### src/tria_pkg.sv
`default_nettype none

package tria_pkg;

  // Input item: one interval
  typedef struct packed {
    logic [15:0] start_time;
    logic [15:0] finish_time;
    logic        last_interval;
  } in_item_t;

  // Result item
  typedef struct packed {
    logic [5:0] interval_index;
    logic       resource;
    logic       impossible;
    logic       last_result;
  } out_item_t;

  // Resource codes
  localparam logic RES_FIRST  = 1'b0;
  localparam logic RES_SECOND = 1'b1;

  // Front queue geometry
  localparam int QUEUE_DEPTH = 4;
  localparam int QPTR_W      = 2;
  localparam int QCNT_W      = 3;

  // Controls from the back sequencer to the sorted cell chain
  typedef struct packed {
    logic insert;
    logic shift;
    logic clear;
  } chain_ctl_t;

endpackage

`default_nettype wire

### src/tria_queue.sv
`default_nettype none

module tria_queue
  import tria_pkg::*;
(
  input  wire logic     clk,
  input  wire logic     rst,
  input  wire logic     push,
  input  wire in_item_t push_item,
  output logic          full,
  input  wire logic     pop,
  output logic          empty,
  output in_item_t      head
);

  in_item_t            slots [QUEUE_DEPTH];
  logic [QPTR_W-1:0]   wr_ptr;
  logic [QPTR_W-1:0]   rd_ptr;
  logic [QCNT_W-1:0]   fill;
  logic                do_push;
  logic                do_pop;

  assign full    = (fill == QCNT_W'(QUEUE_DEPTH));
  assign empty   = (fill == '0);
  assign do_push = push && !full;
  assign do_pop  = pop && !empty;
  assign head    = slots[rd_ptr];

  // Pointers and fill level
  always_ff @(posedge clk) begin
    if (rst) begin
      wr_ptr <= '0;
      rd_ptr <= '0;
      fill   <= '0;
    end else begin
      if (do_push) wr_ptr <= wr_ptr + 1'b1;
      if (do_pop)  rd_ptr <= rd_ptr + 1'b1;
      if (do_push && !do_pop)      fill <= fill + 1'b1;
      else if (!do_push && do_pop) fill <= fill - 1'b1;
    end
  end

  // Item storage
  always_ff @(posedge clk) begin
    if (do_push) slots[wr_ptr] <= push_item;
  end

endmodule

`default_nettype wire

### config.mk
export PLATFORM = sky130hd
export DESIGN_NAME = tria_queue
export DESIGN_NICKNAME = d
export VERILOG_FILES = /design/src/tria_pkg.sv /design/src/tria_queue.sv
export SDC_FILE = /design/constraint.sdc
export NUM_CORES = 1
export LEC_CHECK = 0
export ABC_CLOCK_PERIOD_IN_PS = 2270
export CORE_MARGIN = 2
export CORE_UTILIZATION = 55
export DETAILED_ROUTE_END_ITERATION = 16
export DONT_BUFFER_PORTS = 1
export PLACE_DENSITY_LB_ADDON = 0.12
export SYNTH_ARGS = -nofsm -noshare
export SYNTH_HDL_FRONTEND = slang
export SYNTH_SLANG_ARGS = --single-unit
export TNS_END_PERCENT = 5
### constraint.sdc
create_clock -name clk -period 2.27 [get_ports clk]
set_input_delay 0.5675 -clock clk [delete_from_list [all_inputs] [get_ports clk]]
set_output_delay 0.5675 -clock clk [all_outputs]
set_load 0.01 [all_outputs]
==> flow_summary.toml <==
[floorplanning]
io_pins = 72
start_util_pct = 56.9
die_w_um = 102
die_area_um2 = 10400
fp.dieH_um = 102
coreArea_um2 = 9280
fp-row-count = 35

[worst_setup_path]
criticalPathCategory = "register to primary output"
required_ns = 1.70
regToRegStartpoint = "fill[1]"
slowest_stage = "mux4_2"
worstPathMaxFanout = 8
r2r_cells = 7
cp-start-kind = "register"
arrival_ns = 1.68
r2r_end = "fill[2]"
crit_chain = "clkbuf_16 > mux4_2"
endpoint_kind = "primary output"
regToRegSetupSlack_ns = 0.17
max_stage_delay_ns = 0.54

[synthesis]
ys_warn_count = 0
seq_area_frac_synth_pct = 78.4
synthesis.nets = 264
synth-seq-cells = 141
yosysUniqueCellTypes = 23
syn_avg_cell_area_um2 = 23.9
syn_inst = 221
syn-cell-area_um2 = 5280

[sta]
maxSlewViolCount = 0
relSlewSlack_pct = 71.4
finClkSkew_ns = 0.00705
whs_ns = 0.119
max_freq_mhz = 444
period_minus_slack_ns = 2.25
setup_ws_ns = 0.0180
worst_slew_pin_slew_ns = 0.426
finalSetupTns_ns = 0
final-setup-viol-count = 0
hold_viol_final = 0
finalCritPeriodShare_pct = 99.2
rsz0062_at_grt = "true"

[pwr]
power_mw = 7.20
powerDensity_nw_per_um2 = 1180
p_leak_nw = 1.94
ir_worst_vdd_mv = 0.625

[clock_tree]
cts_sinks = 141
numCtsBuffers = 17
cts_max_level = 4
cts_setup_buffers = 0
cts.clk_slew.worst_paths_ns = 0.06
cts_hold_buf = 0
clock_latency_ns = 0.51
cts_root_buf = "clkbuf_8"
clock_path_buffers = 2
cts_tree = "yes"

[global_route]
grtUsageTotal_pct = 17.2
grt_max_degree = 34
grt_pass1_vias = 2393
grt_overflow = 0
grt_pass1_wl_mm = 12.6
antenna_found_initial = 0

[finish]
syn2layout_area_growth_pct = 15.5
drive_gt1_share_pct = 33.1
utilization_pct = 65.7
final_cell_count_no_fill = 383
diodes = 0
fin_nets = 284
stdcell_area_um2 = 6100

[routing]
first_pass_iters = 5
viasPerCell = 5.78
postRouteAntennaNets = 0
wl_per_cell_um = 21.5
routed-via-count = 2213
wl_mm = 8.24
drt-initial-drc-count = 103
drc = 0

[status]
status = "completed"

[placed_design]
dpl_cell_area_um2 = 5490
place_ws_ns = -0.0555
port_buffers = 0
gp_congestion = 0.724
placed_cells = 350
hpwl_mm = 4.88

[min_path]
min_from = "rst"
holdPathStages = 1
hp-class = "input pin to register"

[run]
cap_violations = 0
## synthesized netlist by cell type
master	instances	share of area (%)
a21oi_1	2	0.19
and2_1	4	0.47
buf_12	3	1.1
buf_2	3	0.28
buf_6	1	0.21
clkbuf_1	2	0.14
dfxtp_1	9	3.4
edfxtp_1	132	75
fa_1	1	0.38
ha_1	5	1.2
inv_1	4	0.28
mux2i_1	2	0.38
mux4_1	3	1.5
mux4_2	30	13
nand2b_1	2	0.24
nor2_1	6	0.43
nor3_1	1	0.095
nor3b_4	1	0.36
o21ai_0	2	0.19
o311ai_1	1	0.17
o31ai_2	1	0.24
or3_1	2	0.24
xor2_1	4	0.66
## state kept, by name, indices dropped and copies added (netlist names), named ones only
name	cells
rd_ptr	2
slots	132
fill	3
wr_ptr	2
## cells by family (layout without fill, tap and decap cells)
logic type / after synthesis / in the layout / share of synthesized area, %
AND/OR/NAND/NOR: 16 / 16 / 1.82
XOR/XNOR: 4 / 4 / 0.663
adder cells (fa/ha/maj): 6 / 6 / 1.56
buffers and inverters: 13 / 46 / 2.06
AO/OA/AOI/OAI: 6 / 6 / 0.782
flip-flops: 141 / 141 / 78.4
multiplexers: 35 / 35 / 14.7
## final cells by class
class | count | area, µm²
multi-input cells | 67 | 1030
flip-flops and latches | 141 | 4150
well taps | 129 | 161
fillers | 619 | 3180
inverters | 4 | 15.0
clock inverters | 14 | 136
clock buffers | 18 | 418
repair buffers | 10 | 184
## cell usage in the layout (no fill, tap or decap)
master | netlist | layout
clkbuf_16 | 0 | 17
nor2_4 | 0 | 1
clkinv_4 | 0 | 2
fa_1 | 1 | 1
nor3_1 | 1 | 1
dfxtp_2 | 0 | 3
nor3b_4 | 1 | 1
dfxtp_1 | 9 | 5
mux4_1 | 3 | 1
a21oi_1 | 2 | 2
inv_1 | 4 | 4
buf_4 | 0 | 1
nor2_1 | 6 | 5
clkbuf_1 | 2 | 1
and2_2 | 0 | 4
o31ai_2 | 1 | 1
mux4_2 | 30 | 32
or3_1 | 2 | 2
mux2i_1 | 2 | 2
ha_1 | 5 | 5
buf_6 | 1 | 1
dfxtp_4 | 0 | 1
inv_8 | 0 | 1
o21ai_0 | 2 | 2
edfxtp_1 | 132 | 132
clkbuf_8 | 0 | 1
bufinv_16 | 0 | 1
inv_6 | 0 | 4
o311ai_1 | 1 | 1
clkinvlp_4 | 0 | 5
xor2_1 | 4 | 4
clkinv_2 | 0 | 1
buf_12 | 3 | 7
nand2b_1 | 2 | 2
## critical path, delay by kind of cell (launching register included)
family,cells,cell delay (ns)
DFF,1,0.43
muxes,1,0.54
buffers and inverters,1,0.20
## per-layer routing
metal	vias up	global-route usage, %	wire (µm)
met4	0	8.31	141
met5	-	0	0
met3	14	6.77	613
met1	1154	19.0	3020
met2	84	29.1	4460
li1	961	-	-
## worst max-delay path by stage
| stage | from | cells past startpoint | slack, ns | endpoint |
|---|---|---|---|---|
| floorplan | push | 3 | 0.16 | slots[2][0] |
| global placement | push | 8 | 0.12 | fill[2] |
| detailed placement | push | 8 | -0.06 | fill[2] |
| CTS | register | 2 | -0.02 | head[31] |
| global route | register | 2 | -0.04 | head[5] |
| finish | register | 2 | 0.02 | head[5] |
## report_power, final
part	total [mW]	internal [mW]	switching, mW	leakage, nW
logic	1.43	0.709	0.717	0.396
registers	3.27	3.14	0.131	1.29
clock network	2.50	1.47	1.03	0.257
total	7.20	5.32	1.88	1.94
## what timing repair did
action                                  4_1_cts  5_1_grt
endpoints found under the hold margin         0        0
endpoints found under the setup margin       27       33
resized for setup                             8        6
cloned                                        0        1
Note: power is estimated with default switching activity, not from simulation.
