--- src/tria_pkg.sv ---
`default_nettype none

package tria_pkg;

  // Input item: one interval
  typedef struct packed {
    logic [15:0] start_time;
    logic [15:0] finish_time;
    logic        last_interval;
  } in_item_t;

  // Result item
  typedef struct packed {
    logic [5:0] interval_index;
    logic       resource;
    logic       impossible;
    logic       last_result;
  } out_item_t;

  // Resource codes
  localparam logic RES_FIRST  = 1'b0;
  localparam logic RES_SECOND = 1'b1;

  // Front queue geometry
  localparam int QUEUE_DEPTH = 4;
  localparam int QPTR_W      = 2;
  localparam int QCNT_W      = 3;

  // Controls from the back sequencer to the sorted cell chain
  typedef struct packed {
    logic insert;
    logic shift;
    logic clear;
  } chain_ctl_t;

endpackage

`default_nettype wire

--- src/tria_back.sv ---
`default_nettype none

module tria_back
  import tria_pkg::*;
#(
  parameter int MAX_INTERVALS = 64,
  parameter int TIME_BITS     = 16
) (
  input  wire logic                              clk,
  input  wire logic                              rst,
  // front queue side
  input  wire logic                              q_empty,
  input  wire in_item_t                          q_head,
  output logic                                   q_pop,
  // sorted chain side
  output chain_ctl_t                             ctl,
  output logic [TIME_BITS-1:0]                   ins_start,
  output logic [TIME_BITS-1:0]                   ins_finish,
  input  wire logic [TIME_BITS-1:0]              head_start,
  input  wire logic [TIME_BITS-1:0]              head_finish,
  input  wire logic [$clog2(MAX_INTERVALS)-1:0]  head_index,
  input  wire logic [$clog2(MAX_INTERVALS+1)-1:0] count,
  // results
  output logic                                   result_valid,
  output out_item_t                              result
);

  localparam int IDX_W = $clog2(MAX_INTERVALS);
  localparam int CNT_W = $clog2(MAX_INTERVALS + 1);

  localparam logic [1:0] ST_LOAD   = 2'd0;
  localparam logic [1:0] ST_ASSIGN = 2'd1;
  localparam logic [1:0] ST_EMIT   = 2'd2;

  logic [1:0]           state;
  logic [IDX_W-1:0]     step;
  logic [TIME_BITS-1:0] first_busy_until;
  logic [TIME_BITS-1:0] second_busy_until;
  logic                 assign_mem [MAX_INTERVALS];
  logic                 rd_bit;
  logic [IDX_W-1:0]     out_index;
  logic                 out_last;
  logic                 out_fail;
  logic                 step_last;
  logic                 first_free;
  logic                 second_free;
  logic                 walk_fail;
  logic                 set_done;

  assign step_last   = ((CNT_W'(step) + 1'b1) == count);
  assign first_free  = (first_busy_until <= head_start);
  assign second_free = (second_busy_until <= head_start);
  assign walk_fail   = (state == ST_ASSIGN) && !first_free && !second_free;
  assign set_done    = walk_fail || ((state == ST_EMIT) && step_last);

  // Feed the chain from the queue while collecting a set
  assign q_pop      = (state == ST_LOAD) && !q_empty;
  assign ins_start  = TIME_BITS'(q_head.start_time);
  assign ins_finish = TIME_BITS'(q_head.finish_time);
  assign ctl.insert = q_pop;
  assign ctl.shift  = (state == ST_ASSIGN);
  assign ctl.clear  = set_done;

  // Sequencer: collect, walk sorted order, emit in arrival order
  always_ff @(posedge clk) begin
    if (rst) begin
      state             <= ST_LOAD;
      step              <= '0;
      first_busy_until  <= '0;
      second_busy_until <= '0;
    end else begin
      case (state)
        ST_LOAD: begin
          step <= '0;
          if (q_pop && q_head.last_interval) state <= ST_ASSIGN;
        end
        ST_ASSIGN: begin
          if (walk_fail) begin
            state             <= ST_LOAD;
            first_busy_until  <= '0;
            second_busy_until <= '0;
          end else begin
            if (first_free) first_busy_until  <= head_finish;
            else            second_busy_until <= head_finish;
            if (step_last) begin
              state <= ST_EMIT;
              step  <= '0;
            end else begin
              step <= step + 1'b1;
            end
          end
        end
        ST_EMIT: begin
          if (step_last) begin
            state             <= ST_LOAD;
            first_busy_until  <= '0;
            second_busy_until <= '0;
          end else begin
            step <= step + 1'b1;
          end
        end
        default: state <= ST_LOAD;
      endcase
    end
  end

  // Resource per arrival index: written during the walk, read during emit
  always_ff @(posedge clk) begin
    if ((state == ST_ASSIGN) && !walk_fail) begin
      assign_mem[head_index] <= first_free ? RES_FIRST : RES_SECOND;
    end
    rd_bit <= assign_mem[step];
  end

  // Result strobe and side fields, aligned with the memory read
  always_ff @(posedge clk) begin
    if (rst) begin
      result_valid <= 1'b0;
    end else begin
      result_valid <= walk_fail || (state == ST_EMIT);
    end
  end

  always_ff @(posedge clk) begin
    out_index <= step;
    out_last  <= step_last;
    out_fail  <= walk_fail;
  end

  always_comb begin
    if (out_fail) begin
      result.interval_index = '0;
      result.resource       = RES_FIRST;
      result.impossible     = 1'b1;
      result.last_result    = 1'b1;
    end else begin
      result.interval_index = 6'(out_index);
      result.resource       = rd_bit;
      result.impossible     = 1'b0;
      result.last_result    = out_last;
    end
  end

endmodule

`default_nettype wire

--- config.mk ---
export PLATFORM = sky130hd
export DESIGN_NAME = tria_back
export DESIGN_NICKNAME = d
export VERILOG_FILES = /design/src/tria_pkg.sv /design/src/tria_back.sv
export SDC_FILE = /design/constraint.sdc
export NUM_CORES = 1
export LEC_CHECK = 0
export BUFFER_PORTS_ARGS = -buffer_cell sky130_fd_sc_hd__clkbuf_2
export CAP_MARGIN = 20
export CORE_ASPECT_RATIO = 1.4
export CORE_MARGIN = 3
export CORE_UTILIZATION = 44
export CTS_CLUSTER_DIAMETER = 80
export DETAILED_ROUTE_END_ITERATION = 16
export PLACE_DENSITY = 0.69
export SYNTH_ARGS = -nofsm -noshare
export SYNTH_HDL_FRONTEND = slang
export SYNTH_SLANG_ARGS = --single-unit
--- constraint.sdc ---
create_clock -name clk -period 9.81 [get_ports clk]
set_input_delay 1.4715 -clock clk [delete_from_list [all_inputs] [get_ports clk]]
set_output_delay 1.4715 -clock clk [all_outputs]
set_load 0.01 [all_outputs]
==> metrics.txt <==
Post-DP HPWL 8971 um; total inserted antenna cells 0; Critical-path top delay cell sky130_fd_sc_hd__a2111oi_0; proportion of synthesized chip area in sequential cells 49.23%; Switching Share 25.29%; clock tree from TritonCTS yes; Fin Clk Skew 0.01161 ns; post-CTS sizing 0; critical path, cell by cell clkbuf_2 -> inv_1 -> ha_1 -> nand4_1 -> a2111oi_0 -> o31a_1 -> a21bo_2 -> nand2_1 -> clkbuf_2; path type of the worst setup path in -> out; power consumption 1.399 mW; synthesis warning total 0; effective utilization at floorplan 45.68%; PwrDens 207.5 mW/mm^2; Vias per Instance 5.595; slew at the pin closest to its max-slew limit 0.9789 ns; hold slack final 0.4693 ns; most numerous cell on the critical path sky130_fd_sc_hd__clkbuf_2; share of cells above drive strength 1 24.24%; Crit path arrival time 3.69 ns; largest stage delay on the critical path 0.65 ns; initial antenna violation count 0; P_int 1.045 mW; commonest non-fill, non-tap cell in the layout sky130_fd_sc_hd__nor2_1; share of total power in combinational logic 15.1%; hold-fix buffers at CTS 0; die boundary height 143.4 um; Ports 127; Detail Route Antenna Nets 0; flip-flop and latch count after synthesis 114; pin count of the biggest net entering global routing 65; peak supply drop 0.0001022 V; utilization after layout 51.89%; Remaining DRCs 0; most frequent cells in the layout sky130_fd_sc_hd__nor2_1 (85), sky130_fd_sc_hd__edfxtp_1 (64), sky130_fd_sc_hd__clkbuf_2 (62), sky130_fd_sc_hd__dfxtp_1 (50), sky130_fd_sc_hd__ha_1 (37); post-synthesis to final-layout area growth 13.59%; mean area per synthesized cell 11.46 sq um; horizontal extent of the die 104.2 um; design area 0.006744 sq mm; P_leak 2.604 nW; PortBufs 62; number of optimization iterations in the first detailed-route pass 4; count of fill cells added during filler insertion 1160; Root Buffer sky130_fd_sc_hd__clkbuf_16; critical-path maximum fanout 17; post-synthesis instance area 0.005937 sq mm; Final Setup Violations 0; ratio of final minimum period to clock period 52.63%; Synth area leader sky130_fd_sc_hd__edfxtp_1; combined flip-flop and latch cell area 0.002923 sq mm; Hold WC Path Type reg -> reg; post-synth top area share 32.37%; depth of the worst hold-timing path 0; register clock-pin slew on the reported worst setup and hold paths 0.05 ns; Fin Setup TNS 0 ns; final hold violation count 0; Clock H-tree levels 4; number of buffers added for setup after CTS 0; Post-Syn Instances 518; placer's final routability congestion estimate 0.8344; Synth cell types 56; floorplan core area 0.01300 sq mm; shortest clock period the worst path allows after layout 5.163 ns; buffer levels on the longest clock path 2; commonest register cell after synthesis sky130_fd_sc_hd__edfxtp_1; area after detailed placement 0.006131 sq mm; Clock power frac 45.4%; Hold Crit Start step[5]; top area cells in the synthesized netlist sky130_fd_sc_hd__edfxtp_1 (32%), sky130_fd_sc_hd__dfxtp_1 (17%), sky130_fd_sc_hd__ha_1 (7.8%); Tot GR Track Use 18.30%; row count 49; timing-limited maximum frequency 193.7 MHz; clock buffers created by TritonCTS 17; Max Slew Vio Count 0; synthesized netlist net count 636; number of max-cap violations 0; async set or reset register ratio after synthesis 0%; switching power total 0.3540 mW; startpoint of the worst-slack reg-to-reg timing path step[1]; number of global-route vias before repair 4332; Min-Delay Endpoint out_index[5]; multi-input gate area in the final layout 0.002544 sq mm; overall via count from detail_route 4112; Reg2Reg Capture Point first_busy_until[3]; clock latency on the worst-skew pair 0.41 ns; number of flops mapped to enable cells by yosys 64; average routed wire per standard cell 17.73 um; depth of the worst register-to-register path 8; crit path capture type output pin; Reg2Reg Setup Slack 6.17 ns; floorplan die area 0.01494 sq mm; number of nets in the final layout 664; portion of total power attributed to sequential cells 39.5%; Worst Setup Start Kind primary input; Total Routed Length 13040 um; number of sinks on the clock net 114; wire length of the first global-routing pass 21400 um; run status completed; remaining global-route overflow 0; setup repair after global routing missed its margin false; slew margin rel. 34.65%; data required time of the critical path 8.34 ns; first-iteration detailed-routing DRC count 245
-- worst max-delay path: cells and delay by family --
kind            cells  cell delay [ns]
buf+inv             3             0.25
simple gates        2             0.28
fa+ha+maj           1             0.31
compound gates      3             1.35
-- sequential cells by signal (all words and copies together) (netlist names) --
signal,flops
assign_mem,64
out_fail,1
state,2
rd_bit,1
out_last,1
out_index,6
step,6
first_busy_until,16
result_valid,1
second_busy_until,16
-- Yosys cell counts (all sizes together), types with 3 or more instances --
master	count
o21a	5
a21o	3
o211ai	6
a22o	16
nand3	11
clkbuf	9
a221oi	3
a32o	4
xor2	3
nor2	86
nor4	3
nand2	15
nor3	11
dfxtp	50
buf	48
a21oi	17
a22oi	17
edfxtp	64
mux4	21
xnor2	3
and3	3
nand4	8
ha	37
o21ai	3
inv	26
nor2b	10
nand3b	9
-- kinds of logic (layout without fill, tap and decap cells) --
family / Yosys count / count (layout) / synth area share (%)
flops: 114 / 114 / 49.23
buf+inv: 84 / 123 / 8.050
xor+xnor: 6 / 6 / 1.012
fa+ha+maj: 37 / 37 / 7.798
mux: 23 / 23 / 8.367
compound gates: 88 / 88 / 12.18
simple gates: 166 / 166 / 13.36
-- final cells by class --
cell class | instances | share of cell area [%]
timing repair buffer | 66 | 5.046
multi-input combinational | 320 | 37.72
sequential | 114 | 43.34
clock inverter | 13 | 2.783
clock buffer | 17 | 6.308
inverter | 27 | 1.503
tap | 178 | 3.302
-- worst max path at each step --
stage / startpoint / to / slack, ns
after floorplan: head_start[1] / ctl[0] / 4.90
after global placement: head_start[1] / ctl[0] / 4.73
after detailed placement: head_start[1] / ctl[0] / 4.68
after CTS: head_start[1] / ctl[0] / 4.68
after global routing: head_start[13] / ctl[0] / 4.44
final: head_start[13] / ctl[0] / 4.65
-- metrics by stage --
stage / instances / setup slack, ns
5_1_grt: 735 / 4.440
6_report: 735 / 4.647
3_3_place_gp: 705 / 4.730
4_1_cts: 735 / 4.679
3_5_place_dp: 705 / 4.680
2_1_floorplan: 518 / 4.901
-- power by group through the flow --
stage               sequential [mW]  combinational [mW]  clock, mW
floorplan                     0.560               0.166          0
global placement              0.562               0.200          0
detailed placement            0.563               0.210          0
CTS                           0.553               0.212      0.646
global route                  0.555               0.235      0.666
finish                        0.553               0.211      0.635
-- per-layer routing --
layer | share of wire (%) | GRT usage [%] | wire, um
met1 | 39 | 20.11 | 5132
met2 | 52 | 32.07 | 6801
met3 | 6.0 | 6.022 | 776
met4 | 2.5 | 8.894 | 323
met5 | 0 | 0 | 0
Power figures use the tool's default switching activity.
